===== config.mk =====
export PLATFORM = sky130hd
export DESIGN_NAME = disk_block_allocator_flat
export DESIGN_NICKNAME = d
export VERILOG_FILES = /design/src/hdl/dba_pkg.sv /design/src/hdl/dba_req_if.sv /design/src/hdl/dba_rsp_if.sv /design/src/hdl/dba_cfg_if.sv /design/src/hdl/dba_ram.sv /design/src/hdl/dba_ctrl.sv /design/src/hdl/disk_block_allocator.sv /design/src/flat_wrapper.sv
export SDC_FILE = /design/constraint.sdc
export NUM_CORES = 1
export LEC_CHECK = 0
export BUFFER_PORTS_ARGS = -buffer_cell sky130_fd_sc_hd__buf_2
export CORE_ASPECT_RATIO = 0.7
export CORE_MARGIN = 3
export CORE_UTILIZATION = 50
export DETAILED_ROUTE_END_ITERATION = 8
export PLACE_DENSITY = 0.68
export SYNTH_ARGS = -nofsm -noshare
export SYNTH_HDL_FRONTEND = slang
export SYNTH_SLANG_ARGS = --single-unit

===== constraint.sdc =====
create_clock -name clk -period 5 [get_ports clk]
set_input_delay 0.5 -clock clk [delete_from_list [all_inputs] [get_ports clk]]
set_output_delay 0.5 -clock clk [all_outputs]
set_load 0.02 [all_outputs]

===== src/hdl/dba_pkg.sv =====
package dba_pkg;

	localparam int NUM_BLOCKS = 256;
	localparam int MAX_RUN    = 63;
	localparam int BLK_W      = $clog2(NUM_BLOCKS);
	localparam int CNT_W      = BLK_W + 1;
	localparam int LEN_W      = 6;
	localparam int FND_AW     = $clog2(MAX_RUN);
	localparam int SIZE_W     = 9;
	localparam int OP_W       = 3;
	localparam int KIND_W     = 2;
	localparam int SIZE_RESET = 256;

	typedef enum logic [OP_W-1:0] {
		OP_SET     = 3'd0,
		OP_CONTIG  = 3'd1,
		OP_INDEXED = 3'd2,
		OP_LINKED  = 3'd3,
		OP_READ    = 3'd4
	} op_t;

	typedef enum logic [KIND_W-1:0] {
		KIND_NONE  = 2'd0,
		KIND_INDEX = 2'd1,
		KIND_DATA  = 2'd2,
		KIND_MARK  = 2'd3
	} kind_t;

	typedef struct packed {
		logic              status;
		kind_t             kind;
		logic [BLK_W-1:0]  block;
		logic [BLK_W-1:0]  next_block;
		logic              has_next;
		logic              mark;
		logic              last;
	} res_t;

	// used map port: one write, one registered read
	typedef struct packed {
		logic              we;
		logic [BLK_W-1:0]  waddr;
		logic              wdata;
		logic [BLK_W-1:0]  raddr;
	} map_req_t;

	// found list port
	typedef struct packed {
		logic              we;
		logic [FND_AW-1:0] waddr;
		logic [BLK_W-1:0]  wdata;
		logic [FND_AW-1:0] raddr;
	} fnd_req_t;

endpackage


===== src/hdl/dba_req_if.sv =====
interface dba_req_if;
	logic                        valid;
	logic                        ready;
	logic [dba_pkg::OP_W-1:0]    operation;
	logic [dba_pkg::BLK_W-1:0]   block_number;
	logic [dba_pkg::LEN_W-1:0]   length;
	logic                        mark_value;

	modport source (output valid, output operation, output block_number, output length,
		output mark_value, input ready);
	modport sink (input valid, input operation, input block_number, input length,
		input mark_value, output ready);
endinterface


===== src/hdl/dba_rsp_if.sv =====
interface dba_rsp_if;
	logic                        valid;
	logic                        ready;
	logic                        status;
	logic [dba_pkg::KIND_W-1:0]  kind;
	logic [dba_pkg::BLK_W-1:0]   block;
	logic [dba_pkg::BLK_W-1:0]   next_block;
	logic                        has_next;
	logic                        mark;
	logic                        last;

	modport source (output valid, output status, output kind, output block, output next_block,
		output has_next, output mark, output last, input ready);
	modport sink (input valid, input status, input kind, input block, input next_block,
		input has_next, input mark, input last, output ready);
endinterface


===== src/hdl/dba_cfg_if.sv =====
interface dba_cfg_if;
	logic                        valid;
	logic                        ready;
	logic [dba_pkg::SIZE_W-1:0]  data;

	modport source (output valid, output data, input ready);
	modport sink (input valid, input data, output ready);
endinterface


===== src/hdl/dba_ram.sv =====
module dba_ram #(
	parameter int WIDTH = 1,
	parameter int DEPTH = 2
) (
	input  logic                     clk,
	input  logic                     we,
	input  logic [$clog2(DEPTH)-1:0] waddr,
	input  logic [WIDTH-1:0]         wdata,
	input  logic [$clog2(DEPTH)-1:0] raddr,
	output logic [WIDTH-1:0]         rdata
);

	logic [WIDTH-1:0] mem [DEPTH];
	logic [WIDTH-1:0] rdata_q;

	always_ff @(posedge clk) begin
		if (we) begin
			mem[waddr] <= wdata;
		end
		rdata_q <= mem[raddr];
	end

	assign rdata = rdata_q;

endmodule


===== src/hdl/dba_ctrl.sv =====
module dba_ctrl (
	input  logic                        clk,
	input  logic                        arst_n,
	dba_req_if.sink                     req,
	dba_rsp_if.source                   rsp,
	input  logic [dba_pkg::CNT_W-1:0]   disk_n,
	output dba_pkg::map_req_t           map_req,
	input  logic                        map_rdata,
	output dba_pkg::fnd_req_t           fnd_req,
	input  logic [dba_pkg::BLK_W-1:0]   fnd_rdata
);

	typedef enum logic [10:0] {
		S_CLEAR = 11'b00000000001,
		S_IDLE  = 11'b00000000010,
		S_DISP  = 11'b00000000100,
		S_SCAN  = 11'b00000001000,
		S_CMARK = 11'b00000010000,
		S_IDX   = 11'b00000100000,
		S_FIRST = 11'b00001000000,
		S_GET   = 11'b00010000000,
		S_FETCH = 11'b00100000000,
		S_MARK  = 11'b01000000000,
		S_EMIT  = 11'b10000000000
	} state_t;

	state_t                         state_q, state_d;
	logic [dba_pkg::BLK_W-1:0]      clr_q;
	logic [dba_pkg::OP_W-1:0]       op_q;
	logic [dba_pkg::BLK_W-1:0]      bn_q;
	logic [dba_pkg::LEN_W-1:0]      len_q;
	logic [dba_pkg::CNT_W-1:0]      iss_q;
	logic [dba_pkg::CNT_W-1:0]      hi_q;
	logic                           chk_vld_s1;
	logic [dba_pkg::BLK_W-1:0]      chk_addr_s1;
	logic [dba_pkg::LEN_W-1:0]      got_q;
	logic                           skip_q;
	logic [dba_pkg::LEN_W-1:0]      idx_q;
	logic [dba_pkg::BLK_W-1:0]      cur_q;
	logic [dba_pkg::BLK_W-1:0]      nxt_q;
	dba_pkg::res_t                  res_q;

	logic                           req_acc;
	logic                           taken;
	logic                           col;
	logic                           got_all;
	logic                           drained;
	logic                           hit_free;
	logic                           hit_used;
	logic                           scan_go;
	logic [dba_pkg::CNT_W-1:0]      bn_end;
	logic [dba_pkg::LEN_W:0]        nxt_idx;
	logic                           more;
	logic                           lnk_more;
	logic                           contig_bad;
	logic                           idx_bad;
	logic                           lnk_bad;

	function automatic dba_pkg::res_t mk_res(
		input logic                      status,
		input dba_pkg::kind_t            kind,
		input logic [dba_pkg::BLK_W-1:0] block,
		input logic [dba_pkg::BLK_W-1:0] next_block,
		input logic                      has_next,
		input logic                      mark,
		input logic                      last
	);
		dba_pkg::res_t r;
		r.status     = status;
		r.kind       = kind;
		r.block      = block;
		r.next_block = next_block;
		r.has_next   = has_next;
		r.mark       = mark;
		r.last       = last;
		return r;
	endfunction

	assign req_acc = req.valid && req.ready;
	assign taken   = rsp.valid && rsp.ready;

	assign col      = (op_q != dba_pkg::OP_CONTIG);
	assign got_all  = col && (got_q == len_q);
	assign drained  = (iss_q >= hi_q) && !chk_vld_s1;
	assign hit_free = chk_vld_s1 && !map_rdata && !(skip_q && (chk_addr_s1 == bn_q));
	assign hit_used = chk_vld_s1 && map_rdata;
	assign scan_go  = !got_all && !drained && (col || !hit_used);

	assign bn_end   = dba_pkg::CNT_W'(bn_q) + dba_pkg::CNT_W'(len_q);
	assign nxt_idx  = {1'b0, idx_q} + 1'b1;
	assign more     = nxt_idx < {1'b0, len_q};
	assign lnk_more = more && (op_q == dba_pkg::OP_LINKED);

	assign contig_bad = (disk_n == '0) || (bn_end > disk_n);
	assign idx_bad    = (dba_pkg::CNT_W'(bn_q) >= disk_n) || map_rdata;
	assign lnk_bad    = (len_q == '0) || (disk_n == '0);

	always_comb begin
		state_d = state_q;
		unique case (state_q)
			S_CLEAR: begin
				if (clr_q == '1) state_d = S_IDLE;
			end
			S_IDLE: begin
				if (req_acc && (req.operation != dba_pkg::OP_SET)) state_d = S_DISP;
			end
			S_DISP: begin
				unique case (op_q)
					dba_pkg::OP_READ:    state_d = S_EMIT;
					dba_pkg::OP_CONTIG:  state_d = contig_bad ? S_EMIT : S_SCAN;
					dba_pkg::OP_INDEXED: state_d = idx_bad ? S_EMIT : S_SCAN;
					dba_pkg::OP_LINKED:  state_d = lnk_bad ? S_EMIT : S_SCAN;
					default:             state_d = S_IDLE;
				endcase
			end
			S_SCAN: begin
				if (got_all) begin
					state_d = (op_q == dba_pkg::OP_INDEXED) ? S_IDX : S_FIRST;
				end else if (drained) begin
					state_d = (col || (len_q == '0)) ? S_EMIT : S_CMARK;
				end else if (!col && hit_used) begin
					state_d = S_EMIT;
				end
			end
			S_CMARK: state_d = S_EMIT;
			S_IDX:   state_d = S_EMIT;
			S_FIRST: state_d = S_GET;
			S_GET:   state_d = S_FETCH;
			S_FETCH: state_d = S_MARK;
			S_MARK:  state_d = S_EMIT;
			S_EMIT: begin
				if (taken) begin
					if (res_q.last) begin
						state_d = S_IDLE;
					end else if (op_q == dba_pkg::OP_CONTIG) begin
						state_d = S_CMARK;
					end else if (res_q.kind == dba_pkg::KIND_INDEX) begin
						state_d = S_FIRST;
					end else begin
						state_d = S_FETCH;
					end
				end
			end
			default: state_d = S_CLEAR;
		endcase
	end

	// memory ports
	always_comb begin
		map_req       = '0;
		fnd_req       = '0;
		// idle reads the requested block so the mark is ready in the dispatch state
		map_req.raddr = (state_q == S_IDLE) ? req.block_number : iss_q[dba_pkg::BLK_W-1:0];
		unique case (state_q)
			S_CLEAR: begin
				map_req.we    = 1'b1;
				map_req.waddr = clr_q;
				map_req.wdata = 1'b0;
			end
			S_IDLE: begin
				if (req_acc && (req.operation == dba_pkg::OP_SET)) begin
					map_req.we    = 1'b1;
					map_req.waddr = req.block_number;
					map_req.wdata = req.mark_value;
				end
			end
			S_SCAN: begin
				fnd_req.we    = scan_go && col && hit_free;
				fnd_req.waddr = dba_pkg::FND_AW'(got_q);
				fnd_req.wdata = chk_addr_s1;
			end
			S_CMARK: begin
				map_req.we    = 1'b1;
				map_req.waddr = bn_q + dba_pkg::BLK_W'(idx_q);
				map_req.wdata = 1'b1;
			end
			S_IDX: begin
				map_req.we    = 1'b1;
				map_req.waddr = bn_q;
				map_req.wdata = 1'b1;
			end
			S_FIRST: begin
				fnd_req.raddr = '0;
			end
			S_FETCH: begin
				// successor entry, only while one exists
				fnd_req.raddr = more ? dba_pkg::FND_AW'(nxt_idx) : dba_pkg::FND_AW'(idx_q);
			end
			S_MARK: begin
				map_req.we    = 1'b1;
				map_req.waddr = cur_q;
				map_req.wdata = 1'b1;
			end
			default: ;
		endcase
	end

	always_ff @(posedge clk or negedge arst_n) begin
		if (!arst_n) begin
			state_q <= S_CLEAR;
			clr_q   <= '0;
		end else begin
			state_q <= state_d;
			if (state_q == S_CLEAR) clr_q <= clr_q + 1'b1;
		end
	end

	always_ff @(posedge clk) begin
		unique case (state_q)
			S_IDLE: begin
				if (req_acc) begin
					op_q  <= req.operation;
					bn_q  <= req.block_number;
					len_q <= req.length;
				end
			end
			S_DISP: begin
				iss_q      <= (op_q == dba_pkg::OP_CONTIG) ? dba_pkg::CNT_W'(bn_q) : '0;
				hi_q       <= (op_q == dba_pkg::OP_CONTIG) ? bn_end : disk_n;
				got_q      <= '0;
				chk_vld_s1 <= 1'b0;
				skip_q     <= (op_q == dba_pkg::OP_INDEXED);
				idx_q      <= '0;
				res_q      <= (op_q == dba_pkg::OP_READ)
					? mk_res(1'b0, dba_pkg::KIND_MARK, bn_q, '0, 1'b0, map_rdata, 1'b1)
					: mk_res(1'b1, dba_pkg::KIND_NONE, '0, '0, 1'b0, 1'b0, 1'b1);
			end
			S_SCAN: begin
				// issue one map read per cycle, check the one issued last cycle
				if (iss_q < hi_q) begin
					chk_vld_s1  <= 1'b1;
					chk_addr_s1 <= iss_q[dba_pkg::BLK_W-1:0];
					iss_q       <= iss_q + 1'b1;
				end else begin
					chk_vld_s1  <= 1'b0;
				end
				if (fnd_req.we) got_q <= got_q + 1'b1;
				res_q <= (!col && drained && (len_q == '0))
					? mk_res(1'b0, dba_pkg::KIND_NONE, '0, '0, 1'b0, 1'b0, 1'b1)
					: mk_res(1'b1, dba_pkg::KIND_NONE, '0, '0, 1'b0, 1'b0, 1'b1);
			end
			S_CMARK: begin
				res_q <= mk_res(1'b0, dba_pkg::KIND_DATA, bn_q + dba_pkg::BLK_W'(idx_q), '0,
					1'b0, 1'b0, !more);
			end
			S_IDX: begin
				res_q <= mk_res(1'b0, dba_pkg::KIND_INDEX, bn_q, '0, 1'b0, 1'b0, len_q == '0);
			end
			S_GET: begin
				cur_q <= fnd_rdata;
			end
			S_MARK: begin
				nxt_q <= fnd_rdata;
				res_q <= mk_res(1'b0, dba_pkg::KIND_DATA, cur_q, lnk_more ? fnd_rdata : '0,
					lnk_more, 1'b0, !more);
			end
			S_EMIT: begin
				if (taken && !res_q.last) begin
					if (op_q == dba_pkg::OP_CONTIG) begin
						idx_q <= idx_q + 1'b1;
					end else if (res_q.kind != dba_pkg::KIND_INDEX) begin
						idx_q <= idx_q + 1'b1;
						cur_q <= nxt_q;
					end
				end
			end
			default: ;
		endcase
	end

	assign req.ready = (state_q == S_IDLE);

	assign rsp.valid      = (state_q == S_EMIT);
	assign rsp.status     = res_q.status;
	assign rsp.kind       = res_q.kind;
	assign rsp.block      = res_q.block;
	assign rsp.next_block = res_q.next_block;
	assign rsp.has_next   = res_q.has_next;
	assign rsp.mark       = res_q.mark;
	assign rsp.last       = res_q.last;

`ifndef ASSERT_OFF
	a_fnd_room: assert property (@(posedge clk) disable iff (!arst_n)
		fnd_req.we |-> (got_q != len_q))
		else $error("found list written past request length");

	a_got_bound: assert property (@(posedge clk) disable iff (!arst_n)
		(state_q == S_SCAN) |-> (got_q <= len_q))
		else $error("found count above request length");

	a_cmark_bound: assert property (@(posedge clk) disable iff (!arst_n)
		(state_q == S_CMARK) |-> (idx_q < len_q))
		else $error("contiguous marking beyond run");

	a_fail_shape: assert property (@(posedge clk) disable iff (!arst_n)
		(rsp.valid && res_q.status) |-> (res_q.last && (res_q.kind == dba_pkg::KIND_NONE)))
		else $error("failure beat is not a single final no-block beat");
`endif

endmodule


===== src/hdl/disk_block_allocator.sv =====
// disk block allocator: used bitmap over disk blocks with allocation requests
// req channel: operation, block_number, length, mark_value; one request at a time,
//   ready is high only while the block is idle
// rsp channel: status, kind, block, next_block, has_next, mark, last; last marks the
//   final beat of a request, a failed request gives a single beat
// cfg channel: disk_size write data, always ready, write only while idle
// set mark: written on accept, no beat. read mark: beat valid after the dispatch state
// allocations scan the map one block per cycle through the map's single read port:
//   contiguous over its run of length blocks, indexed and linked up to disk_size blocks,
//   then each contiguous beat follows a marking state, the index beat follows the index
//   state, the first indexed or linked data beat follows the first, get, fetch and mark
//   states and each later one fetch and mark; a receiver holding ready low delays beats
// a stalled receiver holds the current beat; the sequencer waits with it
// reset: disk_size returns to 256, then a clearing pass over all 256 blocks zeroes the map
//   while req ready stays low
module disk_block_allocator (
	input  logic       clk,
	input  logic       arst_n,
	dba_req_if.sink    req,
	dba_rsp_if.source  rsp,
	dba_cfg_if.sink    cfg
);

	logic [dba_pkg::SIZE_W-1:0]  disk_size_q;
	logic [dba_pkg::CNT_W-1:0]   disk_n;
	dba_pkg::map_req_t           map_req;
	dba_pkg::fnd_req_t           fnd_req;
	logic                        map_rdata;
	logic [dba_pkg::BLK_W-1:0]   fnd_rdata;

	assign cfg.ready = 1'b1;

	always_ff @(posedge clk or negedge arst_n) begin
		if (!arst_n) begin
			disk_size_q <= dba_pkg::SIZE_W'(dba_pkg::SIZE_RESET);
		end else if (cfg.valid && cfg.ready) begin
			disk_size_q <= cfg.data;
		end
	end

	// effective size never exceeds the map
	assign disk_n = (disk_size_q > dba_pkg::SIZE_W'(dba_pkg::NUM_BLOCKS))
		? dba_pkg::CNT_W'(dba_pkg::NUM_BLOCKS) : dba_pkg::CNT_W'(disk_size_q);

	dba_ram #(
		.WIDTH (1),
		.DEPTH (dba_pkg::NUM_BLOCKS)
	) u_map (
		.clk   (clk),
		.we    (map_req.we),
		.waddr (map_req.waddr),
		.wdata (map_req.wdata),
		.raddr (map_req.raddr),
		.rdata (map_rdata)
	);

	dba_ram #(
		.WIDTH (dba_pkg::BLK_W),
		.DEPTH (dba_pkg::MAX_RUN)
	) u_found (
		.clk   (clk),
		.we    (fnd_req.we),
		.waddr (fnd_req.waddr),
		.wdata (fnd_req.wdata),
		.raddr (fnd_req.raddr),
		.rdata (fnd_rdata)
	);

	dba_ctrl u_ctrl (
		.clk       (clk),
		.arst_n    (arst_n),
		.req       (req),
		.rsp       (rsp),
		.disk_n    (disk_n),
		.map_req   (map_req),
		.map_rdata (map_rdata),
		.fnd_req   (fnd_req),
		.fnd_rdata (fnd_rdata)
	);

endmodule


===== src/flat_wrapper.sv =====
// flat-port wrapper written by rule: the top's interface ports become plain ports
module disk_block_allocator_flat 
  (clk, arst_n, req_valid, req_operation, req_block_number, req_length, req_mark_value, req_ready, rsp_valid, rsp_status, rsp_kind, rsp_block, rsp_next_block, rsp_has_next, rsp_mark, rsp_last, rsp_ready, cfg_valid, cfg_data, cfg_ready);
  dba_req_if req_i ();
  dba_rsp_if rsp_i ();
  dba_cfg_if cfg_i ();
  input  logic clk;
  input  logic arst_n;
  input wire logic [$bits(req_i.valid)-1:0] req_valid;
  input wire logic [$bits(req_i.operation)-1:0] req_operation;
  input wire logic [$bits(req_i.block_number)-1:0] req_block_number;
  input wire logic [$bits(req_i.length)-1:0] req_length;
  input wire logic [$bits(req_i.mark_value)-1:0] req_mark_value;
  output wire logic [$bits(req_i.ready)-1:0] req_ready;
  output wire logic [$bits(rsp_i.valid)-1:0] rsp_valid;
  output wire logic [$bits(rsp_i.status)-1:0] rsp_status;
  output wire logic [$bits(rsp_i.kind)-1:0] rsp_kind;
  output wire logic [$bits(rsp_i.block)-1:0] rsp_block;
  output wire logic [$bits(rsp_i.next_block)-1:0] rsp_next_block;
  output wire logic [$bits(rsp_i.has_next)-1:0] rsp_has_next;
  output wire logic [$bits(rsp_i.mark)-1:0] rsp_mark;
  output wire logic [$bits(rsp_i.last)-1:0] rsp_last;
  input wire logic [$bits(rsp_i.ready)-1:0] rsp_ready;
  input wire logic [$bits(cfg_i.valid)-1:0] cfg_valid;
  input wire logic [$bits(cfg_i.data)-1:0] cfg_data;
  output wire logic [$bits(cfg_i.ready)-1:0] cfg_ready;
  assign req_i.valid = req_valid;
  assign req_i.operation = req_operation;
  assign req_i.block_number = req_block_number;
  assign req_i.length = req_length;
  assign req_i.mark_value = req_mark_value;
  assign req_ready = req_i.ready;
  assign rsp_valid = rsp_i.valid;
  assign rsp_status = rsp_i.status;
  assign rsp_kind = rsp_i.kind;
  assign rsp_block = rsp_i.block;
  assign rsp_next_block = rsp_i.next_block;
  assign rsp_has_next = rsp_i.has_next;
  assign rsp_mark = rsp_i.mark;
  assign rsp_last = rsp_i.last;
  assign rsp_i.ready = rsp_ready;
  assign cfg_i.valid = cfg_valid;
  assign cfg_i.data = cfg_data;
  assign cfg_ready = cfg_i.ready;
  disk_block_allocator u_core (.clk(clk), .arst_n(arst_n), .req(req_i), .rsp(rsp_i), .cfg(cfg_i));
endmodule

==> results.md <==
- TritonCTS clock tree: built
- Placed Instance Area: 41500 µm²
- Sequential cell area fraction in the yosys report: 67.4%
- Io pins: 57
- Cells after DPL: 4241
- Final Non-Filler Cells: 4400
- Via count: 27500
- # clock sinks: 892
- Routed Antenna Nets: 0
- Largest net degree at the start of global routing: 116
- CP required: 5.55 ns
- Final hold vios: 0
- Top cells by area, synth: edfxtp_1, nand2_1, nor2_1
- Syn_nets: 3246
- Mapped Cells: 3165
- Post-synthesis register bit count: 892
- IO buf count: 55
- Initial antenna violation count: 1
- Failing checks: max-capacitance violations, max-slew violations
- Final clock skew: 0.0236 ns
- Clock root cell: clkbuf_16
- Most frequent cells in the layout: edfxtp_1, nand2_1, nor2_1
- Setup bufs post-CTS: 0
- Final #Nets: 3368
- GP Congestion: 0.964
- Max Cap Viol: 1
- Final setup vio count: 0
- Worst-path maximum fanout: 37
- Routed wire length: 115000 µm
- Reg2reg start: u_core.u_ctrl.idx_q[1]
- Number of synthesized flops with an enable pin: 855
- Vias per cell: 6.25
- Initial Utilization: 50.8%
- Type of the worst min-delay path: in -> reg
- Post-synth top area cell: edfxtp_1
- Max incr delay on CP: 0.63 ns
- Design area: 44400 µm²
- Top-area cell type share of the netlist area: 65.1%
- Netlist cell types: 92
- Max Fclk: 212 MHz
- Max Root-Sink Buffers: 3
- HP Start: req_length[4]
- Hold slack final: 0.0397 ns
- Slew @ Worst Pin: 1.52 ns
- Worst ir drop on vdd: 246 µV
- Pleak: 16.1 nW
- Wire per inst: 26.1 µm
- Crit path DAT: 5.26 ns
- Row count: 85
- H-Tree Level Count: 3
- Avg Inst Size Synth: 12.5 µm²
- Status: finished with violations
- Synthesized cell area: 39400 µm²
- Setup ws final: 0.290 ns
- DRC violations left: 0
- RSZ-0062 raised after global routing: no
- First-pass GRT wire length: 170000 µm
- Commonest non-fill, non-tap cell in the layout: edfxtp_1
- R2R cell count: 14
- Pwr per Cell Area: 370 nW/µm²
- Die Area: 82300 µm²
- Total gr overflow: 0
- Vias in the first global route: 26000
- Crit-path most repeated cell: ha_1
- Layout cells sized above 1: 12.6%
- Critical Path Source Type: register
- Die Wd: 342 µm
- Final Util: 57.3%
- Max-Slew Margin vs Limit: -2.20%
- Tcrit/Tclk final: 94.2%
- Highest-delay cell along the critical path: mux2_2
- DRT Pass-1 Iters: 6
- Global-route usage over all layers: 27.8%
- Setup WS pre-CTS: 0.356 ns
- WHS Path Cells: 1
- 1st-iter DRT viols: 4491
- Pins Over Slew Limit: 4
- Setup crit start: u_core.u_ctrl.idx_q[1]
- Core area: 77500 µm²
- Total negative setup slack: 0 ns
- Yosys warning total: 0
- HPWL Detailed: 75400 µm
- Post-synth top flop: edfxtp_1
- CTS Buf Count: 87
- CP Capture Type: register
- Die height: 241 µm
- Worst-skew pair later-pin latency: 0.67 ns
- CP Class: reg -> reg
- Critical path cell sequence: ha_1 > and3_1 > xor2_1 > ha_1 > nand3_1 > o211ai_2 > mux2_2 > buf_12 > buf_4 > nand2_1 > a21oi_1 > a2111oi_0 > nor3_1 > or3_1
- Worst-path clk slew: 0.07 ns
- Final min period: 4.71 ns
- Final Power: 16.5 mW
- Antenna cells: 0
- Asr flop ratio synth: 3.14%
- Layout filler cell count: 6167
- Area delta synth->final: 12.8%
registers in the layout (all words and copies together), names as in the netlist, 2 cells and up:
register,flops
u_core.u_found.rdata,8
u_core.u_ctrl.bn_q,8
u_core.u_found.mem,504
u_core.u_ctrl.rsp.block,8
u_core.u_ctrl.state_q,11
u_core.u_ctrl.iss_q,9
u_core.u_ctrl.nxt_q,8
u_core.u_ctrl.rsp.next_block,8
u_core.u_ctrl.len_q,6
u_core.u_ctrl.got_q,6
u_core.u_ctrl.clr_q,8
u_core.u_ctrl.cur_q,8
u_core.disk_size_q,9
u_core.u_ctrl.hi_q,9
u_core.u_ctrl.op_q,3
u_core.u_ctrl.idx_q,6
u_core.u_map.mem,256
u_core.u_ctrl.rsp.kind,2
u_core.u_ctrl.chk_addr_s1,8
cells by family (layout without fill, tap and decap cells):
| family | after synthesis | count (layout) | share of synthesized area [%] |
|---|---|---|---|
| buf+inv | 216 | 407 | 2.64 |
| other cells | 1 | 1 | 0.00951 |
| mux | 151 | 151 | 4.24 |
| fa+ha+maj | 49 | 49 | 1.59 |
| compound gates | 444 | 444 | 7.87 |
| simple gates | 1362 | 1362 | 15.1 |
| xor+xnor | 50 | 50 | 1.11 |
| flops | 892 | 892 | 67.4 |
critical path, delay by kind of cell, from the launching register on:
kind                       cells  cell delay, ns
DFF                            1            0.51
xor gates and xnor gates       1            0.18
AOI/OAI and AO/OA              3            0.99
and+or+nand+nor                5            1.16
buffers and inverters          2            0.47
adders and majority gates      2            0.65
muxes                          1            0.63
timing repair:
action	4_1_cts	5_1_grt
hold buffers	1	0
gates resized for setup	0	2
hold endpoints to repair	26	0
endpoints found under the setup margin	0	2
path summary, 6_finish.rpt:
kind	endpoint	slack (ns)
setup / recovery	u_core.u_found.rdata[0]	0.29
setup reg to reg	u_core.u_found.rdata[0]	0.29
max in group asynchronous	u_core.u_ctrl.clr_q[3]	4.09
hold reg to reg	u_core.u_ctrl.cur_q[6]	0.51
hold / removal	u_core.u_ctrl.len_q[4]	0.04
min in group asynchronous	u_core.disk_size_q[1]	0.43
final cells by class:
cell class                      instances  area [µm²]  share of cell area [%]
Clock inverter                         52         607                    1.37
Timing Repair Buffer                  214        1630                    3.68
Tap cell                             1044        1310                    2.94
Inverter                               35         131                   0.296
Clock buffer                          106        2320                    5.22
Sequential cell                       892       26600                    59.8
Multi-Input combinational cell       2057       11900                    26.7
Yosys cell counts, types with 27 or more instances:
cell,number
nor3_1,29
ha_1,47
mux2i_1,121
a31oi_1,49
nor2_1,390
and2_1,35
inv_1,34
o21ai_0,51
a211oi_1,46
xnor2_1,27
nand2_1,586
edfxtp_1,855
a21oi_1,92
nor2b_1,30
nand3_1,138
buf_2,55
and3_1,45
clkbuf_1,89
power breakdown:
group          total [mW]  internal (mW)  switching [mW]  leakage, nW
logic                1.42          0.408            1.01         5.46
registers            8.26           8.17          0.0926         9.18
clock network        6.78           3.89            2.89         1.42
total                16.5           12.5            4.00         16.1
layer usage:
metal / track usage, % / share of wire, % / wire length [µm]
met1: 43.1 / 43 / 49300
met2: 38.0 / 41 / 47200
met3: 8.33 / 14 / 15900
met4: 6.90 / 2.1 / 2400
met5: 0 / 0 / 0
Note: power is estimated with default switching activity, not from simulation.
